$ cat src/rtl/brm_pkg.sv
// Shared opcodes, status codes and the execute result record of the byte register machine.
package brm_pkg;

  localparam int unsigned NUM_REGS = 16;
  localparam int unsigned REG_AW   = $clog2(NUM_REGS);

  localparam logic [7:0] RX_MASK = 8'h0F;
  localparam logic [7:0] RY_MASK = 8'hF0;

  localparam logic [7:0] OP_INC   = 8'd1;
  localparam logic [7:0] OP_DEC   = 8'd2;
  localparam logic [7:0] OP_MOV   = 8'd3;
  localparam logic [7:0] OP_LDI   = 8'd4;
  localparam logic [7:0] OP_SHL   = 8'd5;
  localparam logic [7:0] OP_SHR   = 8'd6;
  localparam logic [7:0] OP_JMP   = 8'd7;
  localparam logic [7:0] OP_JFC   = 8'd8;
  localparam logic [7:0] OP_JFS_A = 8'd9;
  localparam logic [7:0] OP_JFS_B = 8'd10;
  localparam logic [7:0] OP_HALT  = 8'd11;
  localparam logic [7:0] OP_ADD   = 8'd12;
  localparam logic [7:0] OP_SUB   = 8'd13;
  localparam logic [7:0] OP_XOR   = 8'd14;
  localparam logic [7:0] OP_OR    = 8'd15;
  localparam logic [7:0] OP_IN    = 8'd16;
  localparam logic [7:0] OP_OUT   = 8'd17;

  localparam logic [1:0] ST_RUN   = 2'd0;
  localparam logic [1:0] ST_HALT  = 2'd1;
  localparam logic [1:0] ST_RANGE = 2'd2;

  localparam logic [8:0] PROG_LEN_MAX = 9'd256;

  typedef struct packed {
    logic              rf_we;
    logic [REG_AW-1:0] rf_waddr;
    logic [7:0]        rf_wdata;
    logic              end_flag_next;
    logic [7:0]        pc_next;
    logic [1:0]        stop_next;
    logic [7:0]        next_pc;
    logic              out_valid;
    logic [7:0]        out_byte;
    logic              in_consumed;
    logic [1:0]        run_status;
  } brm_exec_t;

endpackage

$ cat src/rtl/brm_exec.sv
// Combinational execute step: register arithmetic, flag update and program counter update.
module brm_exec (
  input  logic [7:0]         opcode,
  input  logic [7:0]         operand,
  input  logic [7:0]         in_byte,
  input  logic               in_available,
  input  logic [7:0]         rx_data,
  input  logic [7:0]         ry_data,
  input  logic               end_flag,
  input  logic [7:0]         pc,
  input  logic [1:0]         stop_state,
  input  logic [8:0]         prog_len,
  output brm_pkg::brm_exec_t ex
);

  logic       take_jump;
  logic [9:0] pc_ext;
  logic [9:0] offset;
  logic [9:0] new_pc;
  logic [8:0] limit;
  logic       out_of_range;
  logic [7:0] rx_field;

  assign rx_field = operand & brm_pkg::RX_MASK;

  assign take_jump = (opcode == brm_pkg::OP_JMP)
                  || ((opcode == brm_pkg::OP_JFC) && !end_flag)
                  || (((opcode == brm_pkg::OP_JFS_A) || (opcode == brm_pkg::OP_JFS_B))
                      && end_flag);

  assign pc_ext = {2'b00, pc};
  assign offset = {{2{operand[7]}}, operand};
  assign new_pc = take_jump ? (pc_ext + offset) : (pc_ext + 10'd2);

  // Lengths above 256 saturate.
  assign limit = (prog_len > brm_pkg::PROG_LEN_MAX) ? brm_pkg::PROG_LEN_MAX : prog_len;
  assign out_of_range = new_pc[9] || (new_pc[8:0] >= limit);

  always_comb begin
    ex               = '0;
    ex.rf_waddr      = rx_field[brm_pkg::REG_AW-1:0];
    ex.rf_wdata      = rx_data;
    ex.end_flag_next = end_flag;
    ex.pc_next       = pc;
    ex.stop_next     = stop_state;
    ex.next_pc       = pc;
    ex.run_status    = stop_state;
    if (stop_state == brm_pkg::ST_RUN) begin
      unique case (opcode)
        brm_pkg::OP_INC: begin
          ex.rf_we    = 1'b1;
          ex.rf_wdata = rx_data + 8'd1;
        end
        brm_pkg::OP_DEC: begin
          ex.rf_we    = 1'b1;
          ex.rf_wdata = rx_data - 8'd1;
        end
        brm_pkg::OP_MOV: begin
          ex.rf_we    = 1'b1;
          ex.rf_wdata = ry_data;
        end
        brm_pkg::OP_LDI: begin
          ex.rf_we    = 1'b1;
          ex.rf_waddr = '0;
          ex.rf_wdata = operand;
        end
        brm_pkg::OP_SHL: begin
          ex.rf_we    = 1'b1;
          ex.rf_wdata = {rx_data[6:0], 1'b0};
        end
        brm_pkg::OP_SHR: begin
          ex.rf_we    = 1'b1;
          ex.rf_wdata = {1'b0, rx_data[7:1]};
        end
        brm_pkg::OP_ADD: begin
          ex.rf_we    = 1'b1;
          ex.rf_wdata = rx_data + ry_data;
        end
        brm_pkg::OP_SUB: begin
          ex.rf_we    = 1'b1;
          ex.rf_wdata = rx_data - ry_data;
        end
        brm_pkg::OP_XOR: begin
          ex.rf_we    = 1'b1;
          ex.rf_wdata = rx_data ^ ry_data;
        end
        brm_pkg::OP_OR: begin
          ex.rf_we    = 1'b1;
          ex.rf_wdata = rx_data | ry_data;
        end
        brm_pkg::OP_IN: begin
          // End of input sets the flag and leaves Rx alone.
          ex.end_flag_next = !in_available;
          ex.rf_we         = in_available;
          ex.rf_wdata      = in_byte;
          ex.in_consumed   = in_available;
        end
        brm_pkg::OP_OUT: begin
          ex.out_valid = 1'b1;
          ex.out_byte  = rx_data;
        end
        default: begin
        end
      endcase

      priority if (opcode == brm_pkg::OP_HALT) begin
        ex.stop_next  = brm_pkg::ST_HALT;
        ex.run_status = brm_pkg::ST_HALT;
      end else if (out_of_range) begin
        ex.stop_next  = brm_pkg::ST_RANGE;
        ex.run_status = brm_pkg::ST_RANGE;
        ex.next_pc    = '0;
      end else begin
        ex.pc_next = new_pc[7:0];
        ex.next_pc = new_pc[7:0];
      end
    end
  end

endmodule

$ cat src/rtl/byte_register_machine_execute_core.sv
// Top level of the byte register machine execute core.
// Operands are read from the register file at the input transfer, and the execute
// step loads the result register. Throughput: one instruction per cycle while
// results are not stalled; the execute step is the only loop.
// Reset (rst, synchronous): registers read as zero, flag and counter clear,
// status running, program_length 256; the pipeline empties.
module byte_register_machine_execute_core (
  input  logic       clk,
  input  logic       rst,
  input  logic       cfg_write,
  input  logic [8:0] cfg_data,
  input  logic       in_valid,
  output logic       in_stall,
  input  logic [7:0] opcode,
  input  logic [7:0] operand,
  input  logic [7:0] in_byte,
  input  logic       in_available,
  output logic       res_valid,
  input  logic       res_stall,
  output logic [7:0] next_pc,
  output logic       out_valid,
  output logic [7:0] out_byte,
  output logic       in_consumed,
  output logic [1:0] run_status
);

  logic [7:0] mem [brm_pkg::NUM_REGS];
  logic [brm_pkg::NUM_REGS-1:0] rf_vld;

  logic [8:0] prog_len;
  logic       end_flag;
  logic [7:0] pc;
  logic [1:0] stop_state;

  logic       s1_valid;
  logic [7:0] s1_opcode;
  logic [7:0] s1_operand;
  logic [7:0] s1_in_byte;
  logic       s1_in_available;
  logic [7:0] s1_rx_data;
  logic [7:0] s1_ry_data;

  logic       adv;
  logic       in_acc;
  logic       wr_en;
  logic [brm_pkg::REG_AW-1:0] rd_x;
  logic [brm_pkg::REG_AW-1:0] rd_y;
  logic [7:0] rx_field;
  logic [7:0] ry_field;

  brm_pkg::brm_exec_t ex;

  assign adv      = s1_valid && !(res_valid && res_stall);
  assign in_stall = s1_valid && !adv;
  assign in_acc   = in_valid && !in_stall;
  assign wr_en    = adv && ex.rf_we;

  assign rx_field = operand & brm_pkg::RX_MASK;
  assign ry_field = (operand & brm_pkg::RY_MASK) >> 4;
  assign rd_x     = rx_field[brm_pkg::REG_AW-1:0];
  assign rd_y     = ry_field[brm_pkg::REG_AW-1:0];

  brm_exec u_exec (
    .opcode       (s1_opcode),
    .operand      (s1_operand),
    .in_byte      (s1_in_byte),
    .in_available (s1_in_available),
    .rx_data      (s1_rx_data),
    .ry_data      (s1_ry_data),
    .end_flag     (end_flag),
    .pc           (pc),
    .stop_state   (stop_state),
    .prog_len     (prog_len),
    .ex           (ex)
  );

  // Register file storage; unwritten entries read as zero through the valid bits.
  always_ff @(posedge clk) begin
    if (wr_en) begin
      mem[ex.rf_waddr] <= ex.rf_wdata;
    end
  end

  always_ff @(posedge clk) begin
    if (rst) begin
      rf_vld <= '0;
    end else if (wr_en) begin
      rf_vld[ex.rf_waddr] <= 1'b1;
    end
  end

  // Operand read with bypass from the instruction retiring in the same cycle.
  always_ff @(posedge clk) begin
    if (in_acc) begin
      s1_opcode       <= opcode;
      s1_operand      <= operand;
      s1_in_byte      <= in_byte;
      s1_in_available <= in_available;
      if (wr_en && (ex.rf_waddr == rd_x)) begin
        s1_rx_data <= ex.rf_wdata;
      end else begin
        s1_rx_data <= rf_vld[rd_x] ? mem[rd_x] : 8'd0;
      end
      if (wr_en && (ex.rf_waddr == rd_y)) begin
        s1_ry_data <= ex.rf_wdata;
      end else begin
        s1_ry_data <= rf_vld[rd_y] ? mem[rd_y] : 8'd0;
      end
    end
  end

  always_ff @(posedge clk) begin
    if (rst) begin
      s1_valid <= 1'b0;
    end else if (in_acc) begin
      s1_valid <= 1'b1;
    end else if (adv) begin
      s1_valid <= 1'b0;
    end
  end

  // Counter, flag and stop state advance on retire; cfg_write loads the program length.
  always_ff @(posedge clk) begin
    if (rst) begin
      prog_len   <= brm_pkg::PROG_LEN_MAX;
      end_flag   <= 1'b0;
      pc         <= '0;
      stop_state <= brm_pkg::ST_RUN;
    end else begin
      if (cfg_write) begin
        prog_len <= cfg_data;
      end
      if (adv) begin
        end_flag   <= ex.end_flag_next;
        pc         <= ex.pc_next;
        stop_state <= ex.stop_next;
      end
    end
  end

  // Result register; hold while stalled.
  always_ff @(posedge clk) begin
    if (adv) begin
      next_pc     <= ex.next_pc;
      out_valid   <= ex.out_valid;
      out_byte    <= ex.out_byte;
      in_consumed <= ex.in_consumed;
      run_status  <= ex.run_status;
    end
  end

  always_ff @(posedge clk) begin
    if (rst) begin
      res_valid <= 1'b0;
    end else if (adv) begin
      res_valid <= 1'b1;
    end else if (!res_stall) begin
      res_valid <= 1'b0;
    end
  end

`ifndef SYNTHESIS
  a_stop_sticky: assert property (@(posedge clk) disable iff (rst)
    (stop_state != brm_pkg::ST_RUN) |=> (stop_state == $past(stop_state)))
    else $error("stop state left after stopping");

  a_retire_result: assert property (@(posedge clk) disable iff (rst)
    adv |=> res_valid)
    else $error("retired instruction produced no result");

  a_no_write_stopped: assert property (@(posedge clk) disable iff (rst)
    wr_en |-> (stop_state == brm_pkg::ST_RUN))
    else $error("register write while stopped");

  a_out_in_exclusive: assert property (@(posedge clk) disable iff (rst)
    res_valid |-> !(out_valid && in_consumed))
    else $error("output and input transfer in one result");
`endif

endmodule

$ cat config.mk
export PLATFORM = sky130hd
export DESIGN_NAME = byte_register_machine_execute_core
export DESIGN_NICKNAME = d
export VERILOG_FILES = /design/src/rtl/brm_pkg.sv /design/src/rtl/brm_exec.sv /design/src/rtl/byte_register_machine_execute_core.sv
export SDC_FILE = /design/constraint.sdc
export NUM_CORES = 1
export LEC_CHECK = 0
export BUFFER_PORTS_ARGS = -buffer_cell sky130_fd_sc_hd__buf_2
export CORE_ASPECT_RATIO = 1.1
export CORE_MARGIN = 1
export CORE_UTILIZATION = 65
export CTS_CLUSTER_DIAMETER = 80
export DETAILED_ROUTE_END_ITERATION = 7
export PLACE_DENSITY = 0.93
export SLEW_MARGIN = 40
export SYNTH_ARGS = -nofsm -noshare
export SYNTH_HDL_FRONTEND = slang
export SYNTH_HIERARCHICAL = 1
export SYNTH_SLANG_ARGS = --single-unit
$ cat constraint.sdc
create_clock -name clk -period 10.4 [get_ports clk]
set_clock_uncertainty 0.15 [all_clocks]
set_input_delay 3.12 -clock clk [delete_from_list [all_inputs] [get_ports clk]]
set_output_delay 3.12 -clock clk [all_outputs]
set_load 0.05 [all_outputs]
==> flow_summary.toml <==
[status]
status = "completed"

[yosys]
synthAdderAreaFrac = 0.0387
async_reset_ff_frac = 0
yosys_warnings = 6
synthesis.instances = 972
synth_seq_cells = 227
yosysSeqAreaShare = 0.507
syn_area_per_cell_um2 = 13.1
synth_compound_area_frac = 0.0900
syn_area_mm2 = 0.0127
syn_nets = 1049
yosys.area_share.simple = 0.108
synth-edff-count = 189
synth-main-ff-cell = "edfxtp_1"
synth_xor_area_frac = 0.0173
synth_top_family_by_area = "multiplexers"
synth_mux_area_frac = 0.199
ys_types = 83

[floorplanning]
initial_core_util = 0.664
placementRows = 53
chipHeight_um = 149
die_w_um = 135
io_pins = 61
core_mm2 = 0.0191
die-area_mm2 = 0.0201

[timing]
setup_ws_ps = 3380
maxSlewViolCount = 0
tightest_slew_ps = 873
finalCritPeriodShare = 0.675
timing.fmax_mhz = 143
rsz0062_at_grt = "false"
post-route-min-period_ps = 7020
fin_setup_tns_ps = 0
setup_viol = 0
slew_headroom = 0.412
hold_viol = 0

[power]
internal-power_mw = 1.62
p_leak_nw = 5.01
irDropWorstVdd_mv = 0.158
p_seq_frac = 0.481
power.density_mw_per_mm2 = 151
clockPowerShare = 0.424
p_comb_frac = 0.095
swShare = 0.233
power.net_switching_uw = 493

[detailed_routing]
final_antenna_net_count = 0
dr_total_vias = 9366
drc = 0
vias_per_cell = 7.29
wirelength_mm = 33.6
drt_iter0_drc = 1327
wl_per_cell_um = 26.2
firstDrtPassIters = 6

[critical_path]
critical_path.max_stage_delay_ps = 290
cp_top_family = "buffers and inverters"
worst_path_most_repeated_cell = "buf_2"
required_ps = 7130
slowest_stage = "buf_2"
critPathKind = "input port to primary output"
arrival_ps = 3750
path_cells = "buf_2 > and3_1 > buf_2"
crit_buf_inv = 2
cp-end-kind = "primary output"
critPathLaunchType = "input port"
worst-path-max-fanout = 3

[cts]
root_buffer = "clkbuf_16"
cts.clk_slew.worst_paths_ps = 60
insertion_delay_ps = 520
cts_resized = 0
clk_path_buf_depth = 3
cts_setup_buffers = 0
cts_hold_buf = 0
cts_buffers = 24
htree_levels = 1
numClockSinks = 227
cts_tree = "done"

[cells_and_area]
final_cell_mix = "edfxtp_1, nand2_1, nor2_1, buf_2, a21oi_1"
synthToLayoutAreaGrowth_pct = 10.6
layout_commonest_cell = "edfxtp_1"
fin_area_mm2 = 0.0140
n_antenna_cell = 0
nets = 1097
drive_gt1_frac = 0.220

[global_routing]
antenna_found_initial = 1
grt_pass1_wl_mm = 50.9
overflow = 0
grt_pass1_vias = 9352
grt_usage = 0.336
grt_max_degree = 39

[placement]
portBuffers = 60
pre_cts_ws_ps = 3390
dp_hpwl_mm = 20.5
gp_congestion = 0.925
place_area_mm2 = 0.0132

[min_path]
hp-class = "flip-flop to flip-flop"

[run]
max_cap_viol_count = 0
==> state kept, by name (all words and copies together), names as in the netlist, 8 cells and up <==
| signal | flops |
|---|---|
| mem | 128 |
| next_pc | 8 |
| out_byte | 8 |
| pc | 8 |
| prog_len | 9 |
| rf_vld | 16 |
| s1_in_byte | 8 |
| s1_opcode | 8 |
| s1_operand | 8 |
| s1_rx_data | 8 |
| s1_ry_data | 8 |
==> metrics by stage <==
stage / utilization / instances / power, mW / hold slack [ps]
2_1_floorplan: - / 972 / 1.18 / 292
3_3_place_gp: 0.684 / 1237 / 1.21 / 315
3_5_place_dp: 0.689 / 1241 / 1.22 / 322
4_1_cts: 0.732 / 1285 / 2.11 / 332
5_1_grt: 0.734 / 1285 / 2.16 / 373
6_report: 0.734 / 1285 / 2.11 / 334
==> cell usage after synthesis (all sizes together), types with 30 or more instances <==
cell	n	area, um2
nand2	60	228
nand3	33	180
inv	46	173
a31oi	35	219
dfxtp	38	761
mux2	40	450
ha	36	450
buf	36	265
a21oi	55	279
mux2i	30	300
mux4	72	1770
edfxtp	189	5680
nor2	65	244
==> power by group through the flow <==
stage	logic, mW	registers, mW	clock network [mW]
global placement	0.177	1.03	0
floorplan	0.133	1.04	0
finish	0.201	1.02	0.896
detailed placement	0.189	1.03	0
CTS	0.195	1.02	0.899
global route	0.212	1.02	0.932
==> worst register-to-register path: stages, from the launching register on <==
cell,delay [ps]
edfxtp_1,890
xor2_1,130
or3_1,410
a21oi_2,490
mux2_2,450
ha_1,330
o21a_1,180
o31ai_1,80
a21oi_1,130
o41ai_2,780
nand4_2,610
mux2_2,480
nand2_1,60
a21oi_1,80
==> layout make-up <==
class / count / area, um2
Tap cell: 247 / 309
Fill cell: 1091 / 5070
Clock buffer: 31 / 688
Timing Repair Buffer: 76 / 468
Multi-Input combinational cell: 644 / 5800
Sequential cell: 227 / 6440
Clock inverter: 13 / 148
Inverter: 47 / 176
==> path summary, 6_finish.rpt <==
check                           cells after the start       endpoint  slack (ps)     startpoint
worst min-delay path                                2  stop_state[0]         330  stop_state[0]
worst max register to register                     13          pc[2]        5000   s1_opcode[1]
worst max-delay path                                3       in_stall        3380      res_stall
worst min register to register                      2  stop_state[0]         330  stop_state[0]
==> metal layers <==
metal,up-vias,track usage,wire length (um),part of all wire
li1,3885,-,-,-
met1,4479,0.396,11200,0.33
met2,801,0.566,16400,0.49
met3,199,0.0651,3930,0.12
met4,2,0.209,2170,0.065
met5,-,0,17,0.00051
==> cells by family after synthesis <==
family / after synthesis
buffers and inverters: 101
AND/OR/NAND/NOR: 262
adder cells (fa/ha/maj): 38
XOR/XNOR: 25
AO/OA/AOI/OAI: 177
multiplexers: 142
flip-flops: 227
(Power assumes the default switching activity.)
